<file path="src/rtl/core/rpr_pkg.sv">
`timescale 1ns / 1ps
`default_nettype none
// ----------------------------------------------------------------------------
// rpr_pkg
// shared constants and types for the permutation-by-removal block
// ----------------------------------------------------------------------------
package rpr_pkg;

  localparam int unsigned SET_SIZE = 12;
  localparam int unsigned WORD_W   = 32;
  localparam int unsigned OUT_W    = 4;
  localparam int unsigned VAL_W    = $clog2(SET_SIZE + 1);
  localparam int unsigned IDX_W    = (SET_SIZE > 2) ? $clog2(SET_SIZE) : 1;
  localparam int unsigned CNT_W    = IDX_W;
  localparam int unsigned STEP_W   = $clog2(WORD_W);

  typedef enum logic [1:0] {
    ST_IDLE,
    ST_DIV,
    ST_OUT
  } state_e;

  typedef struct packed {
    logic refill;
    logic shift;
  } cell_ctrl_t;

  typedef struct packed {
    logic busy;
    logic done;
  } mod_stat_t;

endpackage

`default_nettype wire

</file>
<file path="src/rtl/core/rpr_cell.sv">
`timescale 1ns / 1ps
`default_nettype none
// ----------------------------------------------------------------------------
// rpr_cell
// one entry of the remaining-value list, takes its upper neighbor on a shift
// ----------------------------------------------------------------------------
module rpr_cell (
  input  wire logic                      clk_i,
  input  wire logic                      rst_ni,
  input  wire rpr_pkg::cell_ctrl_t       ctrl_i,
  input  wire logic [rpr_pkg::VAL_W-1:0] init_val_i,
  input  wire logic [rpr_pkg::VAL_W-1:0] next_i,
  output logic      [rpr_pkg::VAL_W-1:0] val_o
);

  logic [rpr_pkg::VAL_W-1:0] val_q;
  logic [rpr_pkg::VAL_W-1:0] val_d;

  always_comb begin
    val_d = val_q;
    if (ctrl_i.refill) begin
      val_d = init_val_i;
    end else if (ctrl_i.shift) begin
      val_d = next_i;
    end
  end

  always_ff @(posedge clk_i or negedge rst_ni) begin
    if (!rst_ni) begin
      val_q <= init_val_i;
    end else begin
      val_q <= val_d;
    end
  end

  assign val_o = val_q;

endmodule

`default_nettype wire

</file>
<file path="src/rtl/core/rpr_mod.sv">
`timescale 1ns / 1ps
`default_nettype none
// ----------------------------------------------------------------------------
// rpr_mod
// bit-serial restoring remainder of a 32-bit magnitude by the list length
// ----------------------------------------------------------------------------
module rpr_mod (
  input  wire logic                       clk_i,
  input  wire logic                       rst_ni,
  input  wire logic                       start_i,
  input  wire logic [rpr_pkg::WORD_W-1:0] mag_i,
  input  wire logic [rpr_pkg::VAL_W-1:0]  div_i,
  output rpr_pkg::mod_stat_t              stat_o,
  output logic      [rpr_pkg::VAL_W-1:0]  rem_o
);

  logic [rpr_pkg::WORD_W-1:0] mag_q, mag_d;
  logic [rpr_pkg::VAL_W-1:0]  rem_q, rem_d;
  logic [rpr_pkg::VAL_W-1:0]  div_q, div_d;
  logic [rpr_pkg::STEP_W-1:0] cnt_q, cnt_d;
  logic                       busy_q, busy_d;
  logic                       done_q, done_d;
  logic [rpr_pkg::VAL_W:0]    trial;

  // remainder stays below the divisor, so one compare and subtract per bit
  assign trial = {rem_q, mag_q[rpr_pkg::WORD_W-1]};

  always_comb begin
    mag_d  = mag_q;
    rem_d  = rem_q;
    div_d  = div_q;
    cnt_d  = cnt_q;
    busy_d = busy_q;
    done_d = 1'b0;
    if (start_i) begin
      mag_d  = mag_i;
      rem_d  = '0;
      div_d  = div_i;
      cnt_d  = '0;
      busy_d = 1'b1;
    end else if (busy_q) begin
      mag_d = {mag_q[rpr_pkg::WORD_W-2:0], 1'b0};
      if (trial >= {1'b0, div_q}) begin
        rem_d = rpr_pkg::VAL_W'(trial - {1'b0, div_q});
      end else begin
        rem_d = rpr_pkg::VAL_W'(trial);
      end
      cnt_d = cnt_q + 1'b1;
      if (cnt_q == rpr_pkg::STEP_W'(rpr_pkg::WORD_W - 1)) begin
        busy_d = 1'b0;
        done_d = 1'b1;
      end
    end
  end

  always_ff @(posedge clk_i or negedge rst_ni) begin
    if (!rst_ni) begin
      cnt_q  <= '0;
      busy_q <= 1'b0;
      done_q <= 1'b0;
    end else begin
      cnt_q  <= cnt_d;
      busy_q <= busy_d;
      done_q <= done_d;
    end
  end

  always_ff @(posedge clk_i) begin
    mag_q <= mag_d;
    rem_q <= rem_d;
    div_q <= div_d;
  end

  assign stat_o = '{busy: busy_q, done: done_q};
  assign rem_o  = rem_q;

endmodule

`default_nettype wire

</file>
<file path="src/rtl/core/random_permutation_by_removal.sv">
`timescale 1ns / 1ps
`default_nettype none
// ----------------------------------------------------------------------------
// random_permutation_by_removal
// draws permutations of 1..N one element per random word, removing each pick
// ----------------------------------------------------------------------------
// an accepted word starts the 32-step bit-serial modulo unit (one magnitude
// bit per cycle); the draw is registered when that unit signals done
// one word at a time: a new word is taken only after the last result is taken
// reset: asynchronous active low; list holds 1..N, draw count zero
module random_permutation_by_removal (
  input  wire logic                       clk_i,
  input  wire logic                       rst_ni,
  input  wire logic                       in_valid_i,
  output logic                            in_ready_o,
  input  wire logic signed [rpr_pkg::WORD_W-1:0] random_word_i,
  output logic                            out_valid_o,
  input  wire logic                       out_ready_i,
  output logic      [rpr_pkg::OUT_W-1:0]  drawn_value_o,
  output logic      [rpr_pkg::OUT_W-1:0]  slot_index_o,
  output logic                            last_of_set_o
);

  rpr_pkg::state_e state_q, state_d;

  logic [rpr_pkg::CNT_W-1:0]  count_q, count_d;
  logic [rpr_pkg::OUT_W-1:0]  value_q, slot_q;
  logic                       last_q;

  logic [rpr_pkg::WORD_W-1:0] word_u;
  logic [rpr_pkg::WORD_W-1:0] mag;
  logic [rpr_pkg::VAL_W-1:0]  left;
  logic [rpr_pkg::VAL_W-1:0]  rem;
  logic [rpr_pkg::IDX_W-1:0]  pick;
  logic                       accept;
  logic                       mod_start;
  logic                       commit;
  logic                       last_draw;
  rpr_pkg::mod_stat_t         mod_stat;

  logic [rpr_pkg::VAL_W-1:0]  vals [rpr_pkg::SET_SIZE];
  rpr_pkg::cell_ctrl_t        cell_ctrl [rpr_pkg::SET_SIZE];

  assign accept = in_valid_i && in_ready_o;
  assign word_u = random_word_i;
  // magnitude, most negative word gives 2^31
  assign mag    = word_u[rpr_pkg::WORD_W-1] ? (rpr_pkg::WORD_W'(0) - word_u) : word_u;
  assign left   = rpr_pkg::VAL_W'(rpr_pkg::SET_SIZE) - rpr_pkg::VAL_W'(count_q);

  rpr_mod u_mod (
    .clk_i  (clk_i),
    .rst_ni (rst_ni),
    .start_i(mod_start),
    .mag_i  (mag),
    .div_i  (left),
    .stat_o (mod_stat),
    .rem_o  (rem)
  );

  assign pick      = rpr_pkg::IDX_W'(rem);
  assign last_draw = (count_q == rpr_pkg::CNT_W'(rpr_pkg::SET_SIZE - 1));

  // next state
  always_comb begin
    state_d = state_q;
    case (state_q)
      rpr_pkg::ST_IDLE: begin
        if (accept) begin
          state_d = rpr_pkg::ST_DIV;
        end
      end
      rpr_pkg::ST_DIV: begin
        if (mod_stat.done) begin
          state_d = rpr_pkg::ST_OUT;
        end
      end
      rpr_pkg::ST_OUT: begin
        if (out_ready_i) begin
          state_d = rpr_pkg::ST_IDLE;
        end
      end
      default: state_d = rpr_pkg::ST_IDLE;
    endcase
  end

  // outputs of the sequencer
  always_comb begin
    in_ready_o  = 1'b0;
    out_valid_o = 1'b0;
    mod_start   = 1'b0;
    commit      = 1'b0;
    case (state_q)
      rpr_pkg::ST_IDLE: begin
        in_ready_o = 1'b1;
        mod_start  = accept;
      end
      rpr_pkg::ST_DIV: begin
        commit = mod_stat.done;
      end
      rpr_pkg::ST_OUT: begin
        out_valid_o = 1'b1;
      end
      default: begin
        in_ready_o = 1'b0;
      end
    endcase
  end

  always_comb begin
    count_d = count_q;
    if (commit) begin
      count_d = last_draw ? '0 : count_q + 1'b1;
    end
  end

  for (genvar i = 0; i < rpr_pkg::SET_SIZE; i++) begin : g_cell
    logic [rpr_pkg::VAL_W-1:0] next_val;

    if (i == rpr_pkg::SET_SIZE - 1) begin : g_top
      assign next_val = vals[i];
    end else begin : g_mid
      assign next_val = vals[i+1];
    end

    // entries at and above the pick move down one place
    assign cell_ctrl[i] = '{refill: commit && last_draw,
                            shift:  commit && (rpr_pkg::IDX_W'(i) >= pick)};

    rpr_cell u_cell (
      .clk_i     (clk_i),
      .rst_ni    (rst_ni),
      .ctrl_i    (cell_ctrl[i]),
      .init_val_i(rpr_pkg::VAL_W'(i + 1)),
      .next_i    (next_val),
      .val_o     (vals[i])
    );
  end

  always_ff @(posedge clk_i or negedge rst_ni) begin
    if (!rst_ni) begin
      state_q <= rpr_pkg::ST_IDLE;
      count_q <= '0;
    end else begin
      state_q <= state_d;
      count_q <= count_d;
    end
  end

  always_ff @(posedge clk_i) begin
    if (commit) begin
      value_q <= rpr_pkg::OUT_W'(vals[pick]);
      slot_q  <= rpr_pkg::OUT_W'(count_q);
      last_q  <= last_draw;
    end
  end

  assign drawn_value_o = value_q;
  assign slot_index_o  = slot_q;
  assign last_of_set_o = last_q;

endmodule

`default_nettype wire

</file>
<file path="config.mk">
export PLATFORM = sky130hd
export DESIGN_NAME = random_permutation_by_removal
export DESIGN_NICKNAME = d
export VERILOG_FILES = /design/src/rtl/core/rpr_pkg.sv /design/src/rtl/core/rpr_cell.sv /design/src/rtl/core/rpr_mod.sv /design/src/rtl/core/random_permutation_by_removal.sv
export SDC_FILE = /design/constraint.sdc
export NUM_CORES = 1
export LEC_CHECK = 0
export BUFFER_PORTS_ARGS = -buffer_cell sky130_fd_sc_hd__buf_4
export CAP_MARGIN = 40
export CORE_UTILIZATION = 25
export DETAILED_ROUTE_END_ITERATION = 7
export GPL_ROUTABILITY_DRIVEN = 0
export RECOVER_POWER = 25
export SYNTH_ARGS = -nofsm -noshare
export SYNTH_HDL_FRONTEND = slang
export SYNTH_SLANG_ARGS = --single-unit
</file>
<file path="constraint.sdc">
create_clock -name clk_i -period 6.2 [get_ports clk_i]
set_clock_uncertainty 0.2 [all_clocks]
set_input_delay 0.62 -clock clk_i [delete_from_list [all_inputs] [get_ports clk_i]]
set_output_delay 0.62 -clock clk_i [all_outputs]
set_load 0.01 [all_outputs]
</file>
======== Word-level counts from Yosys, hierarchy flattened ========
Index checks and enable logic that the tools add are counted.
operators by class
  magnitude comparators ................... 13
  reductions and logical operators ........ 27
  mux-type cells .......................... 46
  add/sub/neg operators ................... 5
  bitwise gates (word level) .............. 1
  eq/ne operators ......................... 7
operators by type and width
  cell                     number
  $mux W4                  26
  $mux W32                 3
  $sub A1 B32 Y32 const A  1
  $reduce_bool A2 Y1       12
  $bmux W4 S4              1
  $ge A3 B4 Y1 const A     4
  $logic_and A1 B1 Y1      13
  $ge A4 B4 Y1 const A     3
  $mux W1                  10
  $mux W5                  2
  $ge A1 B4 Y1 const A     2
  $ge A2 B4 Y1 const A     2
  $mux W2                  3
  $pmux W2 S3              1
  $add A5 B1 Y5 const B    1
  $eq A5 B5 Y1 const B     1
  $ge A5 B4 Y1             1
  $ge A5 B5 Y1 const B     1
  $not A4 Y5               1
  $add A4 B1 Y4 const B    1
  $eq A4 B4 Y1 const B     1
  $ne A2 B2 Y1 const B     2
  $sub A4 B4 Y4            1
  $sub A4 B4 Y4 const A    1
  5 further kinds          5
storage, ports and cells
  register bits ........................... 106
  output and inout bits ................... 11

======== Logic depth before layout (Yosys ltp) ========
Gate-level depths: netlist (run 1).
  depth in word-level cells ............... 5
  mapped depth ............................ 8
  mapped depth without buffers ............ 8

======== Worst setup path after synthesis (run 1) ========
No wires, ideal clock.
  path kind ............................... input port to flip-flop
  start point ............................. input port random_word_i[0] (netlist bit)
  end point ............................... register u_mod.mag_q[24] (netlist bit) (data pin)
  setup slack ............................. 3.795 ns
  data arrival time ....................... 1.944 ns
  required time ........................... 5.739 ns
  path buffers ............................ 0
  stages on the path ...................... 7
  cells stage by stage .................... inv_1 ha_1 nor3b_1 nand4_1 o41ai_1 xor2_1 o21ai_0
on the way
  cells in the longest elaborated chain, start to end .. 3
ends and longest elaborated chain
  element                    RTL line                             RTL
  start: declaration         random_permutation_by_removal.sv:16  input wire logic signed [rpr_pkg::WORD_W-1:0] random_word_i,
  $sub A1 B32 Y32            random_permutation_by_removal.sv:47  assign mag = word_u[rpr_pkg::WORD_W-1] ? (rpr_pkg::WORD_W'(0) - word_u) : word_u;
  $mux W32                   random_permutation_by_removal.sv:47
  $mux W32                   rpr_mod.sv:35                        if (start_i) begin
  net u_mod.mag_d (one bit)  rpr_mod.sv:17                        logic [rpr_pkg::WORD_W-1:0] mag_q, mag_d;
  end signal: assignment     rpr_mod.sv:69                        mag_q <= mag_d;
  end: declaration           rpr_mod.sv:17
The timed path passes the listed nets, and every way through them passes these cells.
A chain may end at the register's enable or synchronous reset.

==> impl_metrics.tcl, run 1 <==
set metrics [dict create \
    grt_pass1_wl_um 19000 \
    clockBufferDepth 2 \
    tritoncts "done" \
    n_antenna_cell 0 \
    max_slew_margin_pct -89.0 \
    synth-compound-area-share_pct 14.2 \
    power.internal_mw 1.53 \
    hold_slack_ns 0.254 \
    slew_viol_final 53 \
    die_w_um 148 \
    grt-ovfl-total 0 \
    holdPathStages 1 \
    pin_count 47 \
    cts_sinks 101 \
    worstPathMaxFanout 52 \
    post_drt_wl_per_cell_um 13.4 \
    vias_per_cell 4.68 \
    num_rows 53 \
    synthArstFlopShare_pct 51.5 \
    violations "max-capacitance violations, max-slew violations" \
    min_path_type "register to register" \
    vias 3919 \
    yosysWarnings 0 \
    postCtsSetupBuffers 0 \
    drcViolationCount 0 \
    grt_usage_pct 10.9 \
    synth_edf_count 45 \
    ys_types 54 \
    worst_ep_arrival_time_ns 2.62 \
    cp_cell_sequence "clkbuf_1" \
    die_y_um 148 \
    switchingPower_uw 747 \
    tns_ns 0 \
    grt_max_degree 63 \
    drt-total-wl_um 11300 \
    crit_path_start_kind "primary input" \
    required_ns 5.84 \
    fmax_mhz 336 \
    clk_pin_slew_ns 0.07 \
    drtPass1Iterations 5 \
    crit_buf_inv 1 \
    fin_area_um2 6260 \
    synthSimpleGateAreaFrac_pct 15.1 \
    seq_area_frac_synth_pct 51.4 \
    maxCapViolations 1 \
    critPathMaxStageDelay_ns 1.97 \
    ant_nets 0 \
    worst_slew_pin_slew_ns 2.84 \
    rsz0062_at_grt "false" \
    path_delay_family "buffers and inverters" \
    crit_slowest_cell "clkbuf_1" \
    synth.ff_latch_count 101 \
    power_density_nw_per_um2 364 \
    post_dp_cell_area_um2 5970 \
    status "complete, but fails checks" \
    hold_viol 0 \
    areaGrowthSynthToFinish_pct 16.9 \
    initial_core_util_pct 25.5 \
    ys.flop_type "edfxtp_1" \
    ctsHoldBuffers 0 \
    syn-num-nets 566 \
    post-route-util_pct 29.8 \
    synthXorXnorAreaFrac_pct 5.56 \
    grt_pass1_vias 3783 \
    p_comb_share_pct 28.1 \
    ir_worst_vdd_mv 0.147 \
    finalSetupViolations 0 \
    cts_resized 0 \
    p_clk_share_pct 24.6 \
    nets 604 \
    power.leakage_nw 2.58 \
    core_um2 21000 \
    insertion_delay_ns 0.35 \
    r2r_cells 5 \
    p_sw_share_pct 32.8 \
    port-buffer-count 46 \
    netlist_instances 520 \
    power.share.sequential_pct 47.3 \
    dp_hpwl_um 7710 \
    drtIter0Drc 275 \
    cts_buffers 9 \
    htree_levels 3 \
    synth_top_family_by_area "simple AND/OR/NAND/NOR gates" \
    root_buffer "clkbuf_16" \
    min_period_over_period_pct 48.1 \
    crit_path_end_kind "async pin" \
    path_depth 1 \
    syn_area_per_cell_um2 10.3 \
    synthAdderAreaFrac_pct 2.48 \
    antenna_found_initial 0 \
    criticalPathCategory "primary input to async pin" \
    drive_gt1_share_pct 18.3 \
    fin_crit_ns 2.98 \
    fp.dieArea_um2 22000 \
    muxShareOfSynthArea_pct 7.74 \
    synth_area_um2 5350 \
]
-- power groups by stage --
stage / Clock [mW] / Sequential, mW / Combinational (mW)
floorplan: 0 / 1.04 / 0.512
global placement: 0 / 1.08 / 0.640
detailed placement: 0 / 1.09 / 0.650
CTS: 0.578 / 1.08 / 0.652
global route: 0.604 / 1.10 / 0.730
finish: 0.561 / 1.08 / 0.640
-- logic make-up (layout without fill, tap and decap cells) --
group,Yosys count,count (layout)
AOI/OAI and AO/OA,126,126
xor gates and xnor gates,34,34
adders and majority gates,10,10
buffers and inverters,44,87
DFF,101,101
muxes,32,32
and+or+nand+nor,173,173
-- path summary, 6_finish.rpt --
check / start / to / slack (ns)
worst max-delay path: rst_ni / state_q[0] / 3.22
worst min-delay path: u_mod.done_q / state_q[0] / 0.25
worst max register to register: state_q[1] / g_cell[8].u_cell.val_o[1] / 3.48
worst min register to register: u_mod.done_q / state_q[0] / 0.25
max in group clk_i: state_q[1] / g_cell[8].u_cell.val_o[1] / 3.48
min in group asynchronous: rst_ni / g_cell[0].u_cell.val_o[3] / 0.97
-- cells in the final DEF (no fill, tap or decap), types with 2 or more instances in the layout --
master / Yosys / layout
nand2_1: 83 / 82
o21ai_0: 68 / 68
buf_4: 0 / 50
edfxtp_1: 45 / 45
nor2_1: 39 / 39
dfrtp_1: 37 / 37
xor2_1: 32 / 32
inv_1: 20 / 20
mux2i_1: 20 / 20
a21oi_1: 19 / 19
dfstp_2: 15 / 15
nand3_1: 14 / 14
clkbuf_16: 0 / 10
o31ai_1: 9 / 9
ha_1: 9 / 9
nor3_1: 7 / 7
o41ai_1: 7 / 7
mux4_2: 7 / 7
mux2_2: 5 / 5
nand4_1: 4 / 4
dfxtp_1: 4 / 4
nand3b_1: 3 / 3
and3_1: 3 / 3
nand2b_1: 3 / 3
o211ai_1: 3 / 3
nor2b_1: 3 / 3
a22o_1: 3 / 3
o22a_1: 3 / 3
nor4_2: 2 / 2
nor3_2: 2 / 2
o21ai_1: 2 / 2
xnor2_1: 2 / 2
a211oi_1: 2 / 2
or3_1: 2 / 2
o21a_1: 2 / 2
a31oi_1: 2 / 2
clkbuf_1: 15 / 2
-- synthesized netlist by cell type (3+ instances only) --
master	instances	area share (%)
and3_1	3	0.35
buf_2	5	0.47
o21ai_0	68	6.4
a21oi_1	19	1.8
clkbuf_1	15	1.1
nand2_1	83	5.8
nand2b_1	3	0.35
mux2_2	5	1.1
o211ai_1	3	0.42
dfxtp_1	4	1.5
nand3b_1	3	0.42
mux4_2	7	2.9
nand3_1	14	1.3
a22o_1	3	0.49
nor2_1	39	2.7
dfstp_2	15	7.4
nor2b_1	3	0.35
inv_1	20	1.4
xor2_1	32	5.2
o22a_1	3	0.49
nand4_1	4	0.47
nor3_1	7	0.65
dfrtp_1	37	17
o31ai_1	9	1.3
o41ai_1	7	1.1
edfxtp_1	45	25
ha_1	9	2.1
mux2i_1	20	3.7
-- stage by stage --
stage / worst slack, ns / instances / power, mW
final: 3.22 / 838 / 2.28
after global routing: 2.59 / 838 / 2.44
after CTS: 3.46 / 838 / 2.31
after detailed placement: 3.36 / 822 / 1.74
after global placement: 3.35 / 822 / 1.72
after floorplan: 3.79 / 520 / 1.55
-- cell type report --
type,count,area [um2]
fillers,2200,14800
multi-input cells,375,2420
repair buffers,51,379
well taps,275,344
clock buffers,12,268
clock inverters,4,27.5
flip-flops and latches,101,2750
inverters,20,75.1
-- per-layer routing --
metal / part of all wire, % / up-vias / global-route usage, % / wire length (um)
met1: 48 / 1891 / 14.4 / 5380
met2: 47 / 81 / 17.3 / 5290
met5: 0 / - / 0 / 0
li1: - / 1938 / - / -
met3: 4.2 / 9 / 2.88 / 471
met4: 1.1 / 0 / 3.20 / 121
-- sequential cells by signal, indices dropped and copies added (netlist names) --
register,flops
count_q,4
u_mod.div_q,4
u_mod.cnt_q,5
u_mod.done_q,1
g_cell.u_cell.val_o,39
drawn_value_o,4
last_of_set_o,1
u_mod.rem_o,4
u_mod.busy_q,1
u_mod.mag_q,32
state_q,2
slot_index_o,4
(Power assumes the default switching activity.)
==> inputs of run 2 (changes only) <==
==> constraint.sdc (replaced) <==
create_clock -name clk_i -period 2.8 [get_ports clk_i]
set_clock_uncertainty 0.2 [all_clocks]
set_input_delay 0.28 -clock clk_i [delete_from_list [all_inputs] [get_ports clk_i]]
set_output_delay 0.28 -clock clk_i [all_outputs]
set_load 0.01 [all_outputs]
==> impl_metrics.tcl, run 2 (synthesis gave the netlist of run 1 again) <==
set metrics [dict create \
    status "finished clean" \
    setup_ws_ns 0.464 \
    min_period_over_period_pct 83.4 \
    drt-total-wl_um 11500 \
    max_slew_margin_pct 13.7 \
    htree_levels 3 \
    vias_per_cell 4.60 \
    cts_sinks 101 \
    ant_nets 0 \
    required_ns 2.84 \
    n_antenna_cell 0 \
    num_rows 53 \
    dp_hpwl_um 8030 \
    dp_slack_ns 0.426 \
    insertion_delay_ns 0.35 \
    grtUsageMet1_pct 14.8 \
    r2r_start "state_q[1]" \
    cts_buffers 9 \
    min-delay-start "in_valid_i" \
    layout_common_cells "nand2_1, o21ai_0, buf_4" \
    crit_path_end_kind "register" \
    clk_pin_slew_ns 0.07 \
    worst_slew_pin_slew_ns 1.29 \
    die_y_um 148 \
    globalRouteMet2Util_pct 16.7 \
    drtPass1Iterations 6 \
    die_w_um 148 \
    worstPathMaxFanout 11 \
    crit_path_start_kind "register" \
    clockBufferDepth 2 \
    power.leakage_nw 2.63 \
    cts_resized 0 \
    layout_commonest_cell "nand2_1" \
    grt_usage_pct 10.9 \
    rsz0062_at_grt "false" \
    drtIter0Drc 233 \
    largest_reg_flops 39 \
    min_path_type "primary input to register" \
    ir_worst_vdd_mv 0.352 \
    worst_ep_arrival_time_ns 2.38 \
    nets 615 \
    fillCellCount 2200 \
    fp.dieArea_um2 22000 \
    drive_gt1_share_pct 19.7 \
    top_usage_layer "met2" \
    grt_pass1_vias 3746 \
    post_drt_wl_per_cell_um 13.5 \
    grt-ovfl-total 0 \
    initial_core_util_pct 25.5 \
    tritoncts "done" \
    port-buffer-count 46 \
    grt_pass1_wl_um 18800 \
    hold_viol 0 \
    fin_crit_ns 2.34 \
    root_buffer "clkbuf_16" \
    maxCapViolations 0 \
    areaGrowthSynthToFinish_pct 18.3 \
    pin_count 47 \
    vias 3906 \
    finalSetupViolations 0 \
    ctsHoldBuffers 2 \
    postCtsSetupBuffers 0 \
    power_density_nw_per_um2 801 \
    antenna_found_initial 0 \
    use_met3_pct 2.70 \
    worstSetupStartpoint "state_q[1]" \
    slew_viol_final 0 \
    tns_ns 0 \
    fmax_mhz 428 \
    grt_max_degree 57 \
    drcViolationCount 0 \
    criticalPathCategory "register to register" \
    core_um2 21000 \
]
-- run 2: cell count changes in the layout (fill, tap and decap cells not counted), sizes merged --
| cell | delta |
|---|---|
| dlygate4sd3 | +2 |
| buf | +8 |
| clkbuf | -1 |
| clkinv | +2 |
-- run 2: through the flow --
| stage | instance area, um2 | std cells | hold WS, ns | util, % | power [mW] |
|---|---|---|---|---|---|
| 2_1_floorplan | 5350 | 520 | -0.216 | - | 3.43 |
| 3_3_place_gp | 6040 | 831 | 0.165 | 28.7 | 3.85 |
| 3_5_place_dp | 6040 | 831 | 0.161 | 28.7 | 3.89 |
| 4_1_cts | 6340 | 849 | 0.0252 | 30.2 | 5.13 |
| 5_1_grt | 6340 | 849 | 0.0284 | 30.1 | 5.44 |
| 6_report | 6340 | 849 | 0.0396 | 30.1 | 5.08 |
-- run 2: worst paths after layout --
kind                                                   to  slack, ns  depth (start not counted)
worst max-delay path            g_cell[7].u_cell.val_o[0]       0.46                          7
worst min-delay path                           state_q[0]       0.04                          3
max in group asynchronous                      state_q[0]       1.06                          2
worst min register to register                 state_q[0]       0.27                          1
min in group asynchronous       g_cell[1].u_cell.val_o[0]       0.56                          2
worst max register to register  g_cell[7].u_cell.val_o[0]       0.46                          7
-- run 2: worst max-delay path, stage by stage, from the launching register on --
cell and delay, ns:
dfrtp_1 0.39, nand3b_1 0.17, clkbuf_1 0.43, inv_1 0.32, buf_4 0.27, nand2_1 0.10, nor2_1 0.09, a22o_1 0.26
-- run 2: final cells by class --
class | count | area (um2) | share of cell area (%)
sequential | 101 | 2750 | 43.4
multi-input combinational | 375 | 2420 | 38.1
timing repair buffer | 62 | 464 | 7.33
tap | 275 | 344 | 5.43
clock buffer | 10 | 239 | 3.77
inverter | 20 | 75.1 | 1.18
clock inverter | 6 | 46.3 | 0.731
-- run 2: power by group --
group / switching [mW] / internal [mW] / total [mW]
clock network: 0.578 / 0.636 / 1.21
registers: 0.259 / 2.12 / 2.38
logic: 0.870 / 0.615 / 1.48
-- run 2: per-layer routing --
| layer | up-vias | wire length, um |
|---|---|---|
| met4 | 0 | 173 |
| met3 | 15 | 419 |
| met2 | 71 | 5220 |
| met1 | 1859 | 5650 |
| li1 | 1961 | - |
| met5 | - | 0 |
